`src/sv/lpd_pkg.sv`:
```
package lpd_pkg;

    localparam int FRAC_BITS = 30;
    localparam int MAX_ORDER = 63;
    localparam int X_W       = 32;
    localparam int P_W       = 32;
    localparam int DP_W      = 44;
    localparam int DEG_W     = 6;
    localparam int DP_LO_W   = 22;
    localparam int RECIP_W   = 31;
    localparam int WIDE_W    = 80;

    localparam logic signed [P_W-1:0]  ONE_Q     = P_W'(longint'(1) << FRAC_BITS);
    localparam logic signed [P_W-1:0]  NEG_ONE_Q = -ONE_Q;
    localparam logic signed [DP_W-1:0] DP_LIM    = DP_W'(longint'(1) << (FRAC_BITS + 12));

    localparam logic signed [WIDE_W-1:0] HALF_Q    = WIDE_W'(longint'(1) << (FRAC_BITS - 1));
    localparam logic signed [WIDE_W-1:0] HALF_Q_M1 = HALF_Q - WIDE_W'(1);

    typedef logic [RECIP_W-1:0] t_recip;

    // round(2^30 / k); entry 0 held at 1.0
    localparam t_recip RECIP_ROM [0:(1 << DEG_W)-1] = '{
        31'd1073741824, 31'd1073741824, 31'd536870912,  31'd357913941,
        31'd268435456,  31'd214748365,  31'd178956971,  31'd153391689,
        31'd134217728,  31'd119304647,  31'd107374182,  31'd97612893,
        31'd89478485,   31'd82595525,   31'd76695845,   31'd71582788,
        31'd67108864,   31'd63161284,   31'd59652324,   31'd56512728,
        31'd53687091,   31'd51130563,   31'd48806447,   31'd46684427,
        31'd44739243,   31'd42949673,   31'd41297762,   31'd39768216,
        31'd38347922,   31'd37025580,   31'd35791394,   31'd34636833,
        31'd33554432,   31'd32537631,   31'd31580642,   31'd30678338,
        31'd29826162,   31'd29020049,   31'd28256364,   31'd27531842,
        31'd26843546,   31'd26188825,   31'd25565282,   31'd24970740,
        31'd24403223,   31'd23860929,   31'd23342214,   31'd22845571,
        31'd22369621,   31'd21913098,   31'd21474836,   31'd21053761,
        31'd20648881,   31'd20259280,   31'd19884108,   31'd19522579,
        31'd19173961,   31'd18837576,   31'd18512790,   31'd18199014,
        31'd17895697,   31'd17602325,   31'd17318417,   31'd17043521
    };

    typedef enum logic [2:0] {
        S_IDLE,
        S_INIT,
        S_PH_A,
        S_PH_B,
        S_PH_C,
        S_PH_D
    } t_state;

    typedef struct packed {
        logic load_x;
        logic emit0;
        logic ph_a;
        logic ph_b;
        logic ph_c;
        logic ph_d;
    } t_cmd;

    typedef struct packed {
        logic out_free;
        logic cur_last;
        logic next_last;
    } t_sts;

    // drop FRAC_BITS, nearest, ties away from zero; neg is the sign of v
    function automatic logic signed [WIDE_W-1:0] round_q(
        input logic signed [WIDE_W-1:0] v,
        input logic                     neg
    );
        logic signed [WIDE_W-1:0] bias;
        bias = neg ? HALF_Q_M1 : HALF_Q;
        return (v + bias) >>> FRAC_BITS;
    endfunction

endpackage

```
`src/sv/lpd_ctrl.sv`:
```
module lpd_ctrl (
    input  logic          i_clk,
    input  logic          i_rst_n,
    input  logic          i_in_valid,
    output logic          o_in_ready,
    input  lpd_pkg::t_sts i_sts,
    output lpd_pkg::t_cmd o_cmd
);
    import lpd_pkg::*;

    t_state r_state;
    t_state n_state;

    always_ff @(posedge i_clk) begin
        if (!i_rst_n) begin
            r_state <= S_IDLE;
        end else begin
            r_state <= n_state;
        end
    end

    always_comb begin
        n_state = r_state;
        unique case (r_state)
            S_IDLE: begin
                if (i_in_valid) n_state = S_INIT;
            end
            S_INIT: begin
                if (i_sts.out_free) n_state = i_sts.cur_last ? S_IDLE : S_PH_A;
            end
            S_PH_A: n_state = S_PH_B;
            S_PH_B: n_state = S_PH_C;
            S_PH_C: n_state = S_PH_D;
            S_PH_D: begin
                if (i_sts.out_free) n_state = i_sts.next_last ? S_IDLE : S_PH_A;
            end
            default: n_state = S_IDLE;
        endcase
    end

    always_comb begin
        o_in_ready = 1'b0;
        o_cmd      = '0;
        unique case (r_state)
            S_IDLE: begin
                o_in_ready   = 1'b1;
                o_cmd.load_x = i_in_valid;
            end
            S_INIT: o_cmd.emit0 = i_sts.out_free;
            S_PH_A: o_cmd.ph_a  = 1'b1;
            S_PH_B: o_cmd.ph_b  = 1'b1;
            S_PH_C: o_cmd.ph_c  = 1'b1;
            S_PH_D: o_cmd.ph_d  = i_sts.out_free;
            default: o_cmd = '0;
        endcase
    end

endmodule

```
`config.mk`:
```
export PLATFORM = sky130hd
export DESIGN_NAME = lpd_ctrl
export DESIGN_NICKNAME = d
export VERILOG_FILES = /design/src/sv/lpd_pkg.sv /design/src/sv/lpd_ctrl.sv
export SDC_FILE = /design/constraint.sdc
export NUM_CORES = 1
export LEC_CHECK = 0
export BUFFER_PORTS_ARGS = -buffer_cell sky130_fd_sc_hd__buf_2
export CAP_MARGIN = 15
export CORE_AREA = 2 2 39 41
export DETAILED_ROUTE_END_ITERATION = 7
export DIE_AREA = 0 0 41 43
export PLACE_DENSITY = 0.42
export SETUP_SLACK_MARGIN = 0.4
export SYNTH_ARGS = -nofsm -noshare
export SYNTH_HDL_FRONTEND = slang
export SYNTH_SLANG_ARGS = --single-unit
```
`constraint.sdc`:
```
create_clock -name i_clk -period 1.1 [get_ports i_clk]
set_input_delay 0 -clock i_clk [delete_from_list [all_inputs] [get_ports i_clk]]
set_output_delay 0 -clock i_clk [all_outputs]
set_load 0.01 [all_outputs]
```
Yosys cells after proc, flatten, opt, wreduce, memory -nomap -nowiden

Cells that the tools add are included.

Flip-flop bits (word level): 3
Input bits: 6
Output and inout port bits: 7
Word-level logic and storage cells: 24

Eq/ne operators: 8
Mux-type cells: 13
Reductions and logical operators: 2

Operator list:

| kind                                                                   | number |
|---|---|
| 3-bit case mux with 6 select lines                                     | 1 |
| 3-bit 2-to-1 mux                                                       | 3 |
| 1-bit 2-to-1 mux                                                       | 7 |
| 3-bit by 2-bit equality test with 1-bit output (second input constant) | 2 |
| 3-bit equality test (second input constant)                            | 2 |
| 2-bit != test (second input constant)                                  | 3 |
| 2-bit 2-to-1 mux                                                       | 2 |
| 3-bit by 1-bit equality test with 1-bit output (second input constant) | 1 |
| 3-bit logical NOT                                                      | 1 |
| 3-bit AND reduction                                                    | 1 |

Logic depth before layout (Yosys ltp)

Gate-level depths: netlist of run 1.

Depth in word-level cells: 3
Gate-level depth with buffers: 4
Mapped depth without buffers: 3

Least setup slack after synthesis of run 1

Ideal clock, no wire load.

Kind: register -> register
Start: register r_state[0]
End: register r_state[1]
Library setup time: 0.087 ns
Arrival: 0.977 ns
Required time: 1.013 ns
Path slack: 0.035 ns
Stages on the path, launching flop included: 5
Path buffers: 1
Clock period less this slack: 1.065 ns
Path through: dfxtp_1 > buf_4 > nor3b_2 > nor3_1 > nor4b_2

Cells in the longest elaborated chain, start to end: 3
Elaborated cells between the ends (all ways): 11
Those cells by class: 8 x eq/ne; 1 x mux; 2 x reduce/logical

Ends and longest elaborated chain:

| element                                                                | RTL line       | source |
|---|---|---|
| start: declaration                                                     | lpd_ctrl.sv:11 | `t_state r_state;` |
| start signal: assignment                                               | lpd_ctrl.sv:18 | `r_state <= n_state;` |
| 3-bit by 1-bit equality test with 1-bit output (tied with other cells) | lpd_ctrl.sv:24 | `unique case (r_state)` |
| 2-bit != test (no source line)                                         | n/a            |  |
| 3-bit AND reduction (no source line)                                   | n/a            |  |

Parallel ways exist; a longest one is shown, timed or not.
A chain may end at the register's enable or synchronous reset.

==> metrics, run 1 <==
fin crit period 1080 ps; final hold violation count 0; hold_buf cts 0; CTS tree done; Port Buffers 12; grt total ovfl 0; max frequency 924 MHz; syn nets 33; worst min-delay path class input pin to flip-flop; max-slew violation count 0; Finished Layout Cells 66; Final Power 0.000453 W; DR iter-0 viols 1; fin worst setup slack 18.0 ps; hpwl dp 437 microns; largest net degree at the start of global routing 7; Reg2Reg Depth 4; remaining antenna violation count after routing 0; CP endpoint kind output port; Core ar. 1380 sq um; CP Data Required Time 1100 ps; fillcell total 151; vias post-DR 278; Setup Skew 0.664 ps; clk_lat worst skew 230 ps; Die H 43 microns; CP max-delay cell dfxtp_4; final setup vio count 0; die width 41 microns; first-pass GRT wire length 1160 microns; Most flops, register r_state; post-synthesis cell count 27; Longest Clk Path Bufs 2; RSZ-0062 raised after global routing yes; largest cells by area after synthesis dfxtp_1 26%, nor4b_2 13%, nor3_1 6.6%; post-synthesis sequential area ratio 0.264; Post-Syn Area 228 sq um; setup slack at placement 7.68 ps; clock transition at the registers of the reported paths 40 ps; Initial Util 0.165; first drt pass iteration count 2; Inserted Clock Buffers 3; CTS Sinks 3; critical setup path kind flip-flop to output port; largest registers r_state: 3 flops; synthesis warning total 0; Hold Crit Depth 2; peak supply drop 0.690 mV; post-synthesis cell type count 17; Die ar. 1760 sq um; wirelength, routed 690 microns; vias in the first global route 311; wire per inst 10.5 microns; leakage dissipation 0.212 nW; ANT cells 0; # nets final 57; status finished clean; Synth Area per Inst 8.43 sq um; arrival time worst endpoint 1080 ps; worst-path maximum fanout 5; max reg flops 3; Worst slew margin 0.851; Final period util 0.984; Cell Pwr Density 948 nW/um^2; # rows 14; initial antenna violation count 0; Synth area leader dfxtp_1; CP Launch Type flip-flop; CP peak stage delay 360 ps; Worst Tran Pin Value 222 ps; RD Place Congestion 0.667; critical path cell sequence buf_4 -> nor3b_4 -> buf_2; max_cap viols 0; share of cells above drive strength 1 0.840; Root Driver clkbuf_4; dpl cells 57; Remaining DRCs 0; Seq cells post-synth 3; Max H-tree Level 1; Total GRT Usage 0.0953; P&R area growth vs syn 110%; top-area cell type share of the netlist area 0.264; drt via density 4.21; num ports 13
[critical path: cells and delay by family (launching register included)]
family,cells,cell delay [ps]
DFF,1,360
and+or+nand+nor,1,190
buffers and inverters,2,310
[synth_stat cells (all sizes together)]
cell type,instances
nor4b,2
nor2,4
o21a,1
and2,1
nor4,1
nand3,1
nor3b,2
dfxtp,3
o21ai,1
buf,3
nor3,3
nand2,2
a21oi,1
nand2b,1
and4bb,1
[final timing paths]
path	start	endpoint	slack, ps
setup / recovery	r_state[0]$_SDFFE_PN0P_	o_cmd[3]	20
hold / removal	i_rst_n	r_state[2]$_SDFFE_PN0P_	10
setup reg to reg	r_state[0]$_SDFFE_PN0P_	r_state[1]$_SDFFE_PN0P_	30
hold reg to reg	r_state[1]$_SDFFE_PN0P_	r_state[0]$_SDFFE_PN0P_	710
[power by group]
group | internal, W | switching, W
registers | 0.000113 | 0.0000136
clock network | 0.000136 | 0.0000527
logic | 0.0000803 | 0.0000578
[through the flow]
stage,instance area [sq um],TNS [ps],util,hold slack [ps]
floorplan,254,0,-,118
global placement,342,-17.1,0.247,267
detailed placement,342,0,0.247,243
CTS,458,-45.6,0.331,4.59
global route,478,-228,0.345,21.1
finish,478,0,0.345,10.6
[routing by layer]
layer | up-vias | wire, microns | global-route usage
met4 | 0 | 0 | 0.0200
met5 | - | 0 | 0
met2 | 9 | 360 | 0.150
li1 | 142 | - | -
met3 | 0 | 31 | 0.0471
met1 | 127 | 297 | 0.112
[area by class of cell]
| type | count | area, sq um | area share |
|---|---|---|---|
| clock buffer | 4 | 26.3 | 0.0550 |
| multi-input combinational | 21 | 206 | 0.432 |
| sequential | 3 | 71.3 | 0.149 |
| tap | 16 | 20.0 | 0.0419 |
| timing repair buffer | 22 | 154 | 0.322 |
[placed cells by master (no fill, tap or decap), drive strengths merged]
master,instances
clkbuf,4
o21ai,1
and2,1
nor3,3
buf,22
nor3b,2
nand2,2
nor4,1
nor2,4
a21oi,1
dfxtp,3
o21a,1
nand2b,1
and4bb,1
nand3,1
nor4b,2
[kinds of logic after synthesis]
| group | after synthesis | share of synthesized area |
|---|---|---|
| buffers and inverters | 3 | 0.115 |
| flip-flops | 3 | 0.264 |
| AO/OA/AOI/OAI | 3 | 0.0769 |
| AND/OR/NAND/NOR | 18 | 0.544 |
[timing repair]
item	4_1_cts	5_1_grt
gates resized for setup	16	5
setup endpoints to repair	10	10
setup buffers	5	0
pin swaps	7	6
(Power assumes the default switching activity.)
==> run 2: changes to the inputs <==
BUFFER_PORTS_ARGS = unset   (was -buffer_cell sky130_fd_sc_hd__buf_2)
DONT_BUFFER_PORTS = 1   (was unset)
PLACE_DENSITY = 0.34   (was 0.42)
REMOVE_ABC_BUFFERS = 1   (was unset)
==> run 2 against run 1 <==
The flow now finishes with violations (negative hold slack). Sequential share of layout area increased by 1.6 points. Die area unchanged. Fmax increased by 2.6%. Wire length up 0.72%. Critical path type is now flip-flop to flip-flop. Critical endpoint is now r_state[1]$_SDFFE_PN0P_. Largest cell class unchanged.
==> metrics, run 2 (synthesis gave the netlist of run 1 again) <==
CP endpoint kind flip-flop (was output port); Final Power 0.000433 W (was 0.000453 W); CP Data Required Time 1230 ps (was 1100 ps); num ports 13 (unchanged); Worst slew margin 0.812 (was 0.851); largest registers r_state: 3 flops (unchanged); remaining antenna violation count after routing 0 (unchanged); Hold Crit Depth 2 (unchanged); Final period util 0.959 (was 0.984); first-pass GRT wire length 1080 microns (was 1160 microns); peak supply drop 0.497 mV (was 0.690 mV); drt via density 4.53 (was 4.21); Inserted Clock Buffers 3 (unchanged); commonest cells after routing, fill and taps aside 4 x buf_6, 4 x buf_4, 3 x nor2_4, 3 x clkbuf_4, 3 x dfxtp_4 (was 12 x buf_2, 5 x buf_4, 5 x buf_6); Die H 43 microns (unchanged); DR iter-0 viols 0 (was 1); final hold violation count 1 (was 0); Longest Clk Path Bufs 2 (unchanged); clk_lat worst skew 230 ps (about the same); ANT cells 0 (unchanged); max-slew violation count 0 (unchanged); RD Place Congestion 0.648 (was 0.667); Remaining DRCs 0 (unchanged); dpl cells 46 (was 57); max reg flops 3 (unchanged); setup slack at placement 28.3 ps (was 7.68 ps); final hold slack -80.4 ps (was 10.6 ps); Setup Skew 1.30 ps (was 0.664 ps); arrival time worst endpoint 1190 ps (was 1080 ps); max frequency 948 MHz (was 924 MHz); fillcell total 153 (was 151); status complete, but fails checks (was finished clean); # nets final 44 (was 57); P&R area growth vs syn 89.0% (was 110%); Die ar. 1760 sq um (unchanged); largest net degree at the start of global routing 8 (was 7); wire per inst 13.1 microns (was 10.5 microns); failing checks negative hold slack; clock transition at the registers of the reported paths 40 ps (about the same); initial antenna violation count 0 (unchanged); hold_buf cts 1 (was 0); CTS tree done (unchanged); Port Buffers 0 (was 12); Finished Layout Cells 53 (was 66); leakage dissipation 0.160 nW (was 0.212 nW); worst-path maximum fanout 6 (was 5); Worst Tran Pin Value 280 ps (was 222 ps); final core utilization 0.311 (was 0.345); grt total ovfl 0 (unchanged); Reg2Reg Depth 3 (was 4); # rows 14 (unchanged); max_cap viols 0 (unchanged); CP Launch Type flip-flop (unchanged); hpwl dp 420 microns (was 437 microns); vias post-DR 240 (was 278); wirelength, routed 695 microns (was 690 microns); worst min-delay path class input pin to flip-flop (unchanged); Core ar. 1380 sq um (unchanged); final setup vio count 0 (unchanged); first drt pass iteration count 1 (was 2); Total GRT Usage 0.0942 (was 0.0953); Root Driver clkbuf_4 (unchanged); die width 41 microns (unchanged); Max H-tree Level 1 (unchanged); fin crit period 1050 ps (was 1080 ps); Most flops, register r_state (unchanged); critical setup path kind flip-flop to flip-flop (was flip-flop to output port); RSZ-0062 raised after global routing yes (unchanged); share of cells above drive strength 1 0.757 (was 0.840); Cell Pwr Density 1010 nW/um^2 (was 948 nW/um^2); CTS Sinks 3 (unchanged); vias in the first global route 254 (was 311); Initial Util 0.165 (unchanged); fin worst setup slack 45.4 ps (was 18.0 ps)
run 2: cell type report:
| type | instances | area, sq um | share of cell area |
|---|---|---|---|
| clock buffers | 4 | 26.3 | 0.0610 |
| repair buffers | 9 | 85.1 | 0.198 |
| multi-input cells | 21 | 228 | 0.529 |
| well taps | 16 | 20.0 | 0.0465 |
| flip-flops and latches | 3 | 71.3 | 0.166 |
run 2: through the flow:
step	cell area, sq um	TNS, ps
finish	430	0
global route	430	-17.9
CTS	373	0
detailed placement	267	0
global placement	267	0
floorplan	201	-2.46
run 2: worst max-delay path, stage by stage (launching register included):
cell      delay (ps)
dfxtp_4          360
and4bb_2         290
nor3_2            50
nor4b_2          250
run 2: final timing paths:
kind                           start                 endpoint  slack [ps]
max          r_state[1]$_SDFFE_PN0P_  r_state[1]$_SDFFE_PN0P_          50
min                       i_in_valid  r_state[0]$_SDFFE_PN0P_         -80
max reg2reg  r_state[1]$_SDFFE_PN0P_  r_state[1]$_SDFFE_PN0P_          50
min reg2reg  r_state[0]$_SDFFE_PN0P_  r_state[0]$_SDFFE_PN0P_         570
run 2: what timing repair did:
action / in CTS / in global routing
setup endpoints to repair: 10 / 10
pin swaps: 3 / 5
setup buffers: 2 / 0
hold endpoints to repair: 3 / 1
resized for setup: 16 / 12
gates cloned: 0 / 0
run 2: layer usage:
layer	track usage	share of wire	vias up
met3	0.0366	0.049	0
met1	0.0863	0.33	119
met4	0.0600	0	0
met2	0.159	0.62	3
li1	-	-	118
met5	0	0	-
run 2: report_power, final:
group | total (W) | internal (W) | switching (W)
Sequential | 0.000128 | 0.000113 | 0.0000152
Combinational | 0.000114 | 0.0000615 | 0.0000523
Clock | 0.000191 | 0.000136 | 0.0000555
Total | 0.000433 | 0.000310 | 0.000123
==> run 3: changes to the inputs <==
RECOVER_POWER = 25   (was unset)
==> run 3 against run 2 <==
The run still ends with negative hold slack left. Combinational power decreased by 4%. Cell count unchanged. First-iteration DRC count is the same. Worst setup slack unchanged. Design area decreased by 0.87%. Highest routed layer unchanged. Wire length fell by 0.14%. Clock power about the same. Power decreased by 0.95%. Register-to-register slack about the same. Fmax is the same. Die area unchanged. Hold slack about the same.
==> metrics, run 3 (synthesis gave the netlist of run 1 again) <==
Most flops, register r_state (unchanged); max reg flops 3 (unchanged); P&R area growth vs syn 87.4% (was 89.0%); grt total ovfl 0 (unchanged); Int Pwr 0.000306 W (was 0.000310 W); first-pass GRT wire length 1080 microns (unchanged); Remaining DRCs 0 (unchanged); max frequency 948 MHz (unchanged); Final period util 0.959 (unchanged); Port Buffers 0 (unchanged); die width 41 microns (unchanged); Clk network pwr share 0.446 (was 0.441); Worst slew margin 0.812 (unchanged); initial antenna violation count 0 (unchanged); Worst Setup SP r_state[1]$_SDFFE_PN0P_ (unchanged); critical setup path kind flip-flop to flip-flop (unchanged); Setup Skew 1.30 ps (unchanged); vias in the first global route 254 (unchanged); Die ar. 1760 sq um (unchanged); Sequential Power Share 0.299 (was 0.296); peak supply drop 0.497 mV (about the same); DR iter-0 viols 0 (unchanged); final hold violation count 1 (unchanged); Inserted Clock Buffers 3 (unchanged); CP max-delay cell dfxtp_4 (unchanged); leakage dissipation 0.157 nW (was 0.160 nW); max_cap viols 0 (unchanged); Initial Util 0.165 (unchanged); CTS tree done (unchanged); Total GRT Usage 0.0942 (unchanged); switch share 0.286 (was 0.284); Max H-tree Level 1 (unchanged); CTS Sinks 3 (unchanged); setup slack at placement 28.3 ps (unchanged); largest registers r_state: 3 flops (unchanged); Placement Cell Area 267 sq um (unchanged); RD Place Congestion 0.648 (unchanged); wire per inst 13.1 microns (about the same); RSZ-0062 raised after global routing yes (unchanged); vias post-DR 240 (unchanged); CP Data Required Time 1230 ps (about the same); first drt pass iteration count 1 (unchanged); # rows 14 (unchanged); dpl cells 46 (unchanged); clock transition at the registers of the reported paths 40 ps (about the same); num ports 13 (unchanged); CP Launch Type flip-flop (unchanged); remaining antenna violation count after routing 0 (unchanged); critical path cell sequence and4bb_2 -> nor3_2 -> nor4b_2 (unchanged); Gate power share 0.255 (was 0.263); Finished Layout Cells 53 (unchanged); failing checks negative hold slack (unchanged); final setup vio count 0 (unchanged); Longest Clk Path Bufs 2 (unchanged); final hold slack -80.4 ps (about the same); commonest non-fill, non-tap cell in the layout buf_6; fin crit period 1050 ps (unchanged); wirelength, routed 694 microns (was 695 microns); worst min-delay path class input pin to flip-flop (unchanged); Core ar. 1380 sq um (unchanged); sw power 0.000123 W (about the same); largest net degree at the start of global routing 8 (unchanged); drt via density 4.53 (unchanged); Cell Pwr Density 1010 nW/um^2 (about the same); worst-path maximum fanout 6 (unchanged); clk_lat worst skew 230 ps (about the same); Die H 43 microns (unchanged); hold path startpoint i_in_valid (unchanged); Worst Tran Pin Value 280 ps (unchanged); CP peak stage delay 360 ps (about the same); fin worst setup slack 45.4 ps (unchanged); hold_buf cts 1 (unchanged); TNS Setup 0 ps (unchanged); max-slew violation count 0 (unchanged); status complete, but fails checks (unchanged); share of cells above drive strength 1 0.730 (was 0.757); Root Driver clkbuf_4 (unchanged); post-route cell area 427 sq um (was 430 sq um); CP endpoint kind flip-flop (unchanged); ANT cells 0 (unchanged); commonest cells after routing, fill and taps aside 4 x buf_6, 3 x nor2_4, 3 x clkbuf_4, 3 x buf_4, 3 x dfxtp_4 (was 4 x buf_6, 4 x buf_4, 3 x nor2_4, 3 x clkbuf_4, 3 x dfxtp_4); hpwl dp 420 microns (unchanged); # nets final 44 (unchanged); FF-to-FF Start r_state[1]$_SDFFE_PN0P_ (unchanged); arrival time worst endpoint 1190 ps (about the same)
run 3: cell count changes in the layout (fill, tap and decap cells not counted), sizes merged:
cell / change
buf: -1
clkbuf: +1
run 3: layout make-up:
cell class	instances	area, sq um
Sequential cell	3	71.3
Clock buffer	4	26.3
Timing Repair Buffer	9	81.3
Multi-Input combinational cell	21	228
Tap cell	16	20.0
Fill cell	153	957
run 3: metal layers:
layer,track usage,up-vias,share of wire
met5,0,-,0
met4,0.0600,0,0
met3,0.0366,0,0.049
met2,0.159,3,0.62
met1,0.0863,119,0.33
li1,-,118,-
run 3: worst max-delay path, delay by kind of cell, from the launching register on:
kind	cells	cell delay [ps]
and+or+nand+nor	3	590
DFF	1	360
run 3: final timing paths:
check                                               end  slack, ps  cells after the start
worst max-delay path            r_state[1]$_SDFFE_PN0P_         50                      3
worst min-delay path            r_state[0]$_SDFFE_PN0P_        -80                      2
worst max register to register  r_state[1]$_SDFFE_PN0P_         50                      3
worst min register to register  r_state[0]$_SDFFE_PN0P_        570                      2
run 3: metrics by stage:
step | hold WS, ps | total power, W | utilization
global placement | 141 | 0.000196 | 0.193
CTS | -85.7 | 0.000428 | 0.269
global route | -69.3 | 0.000465 | 0.308
floorplan | 118 | 0.000168 | -
detailed placement | 144 | 0.000195 | 0.193
finish | -80.4 | 0.000429 | 0.308
run 3: power groups by stage:
stage / clock network, W / logic, W / registers [W]
after floorplan: 0 / 0.0000393 / 0.000129
after global placement: 0 / 0.0000690 / 0.000127
after detailed placement: 0 / 0.0000681 / 0.000127
after CTS: 0.000205 / 0.0000975 / 0.000126
after global routing: 0.000217 / 0.000117 / 0.000130
final: 0.000191 / 0.000110 / 0.000128
run 3: timing repair:
action | CTS | global route
endpoints found under the setup margin | 10 | 10
resized for setup | 16 | 12
pin swaps | 3 | 5
setup buffers | 2 | 0
endpoints found under the hold margin | 3 | 1
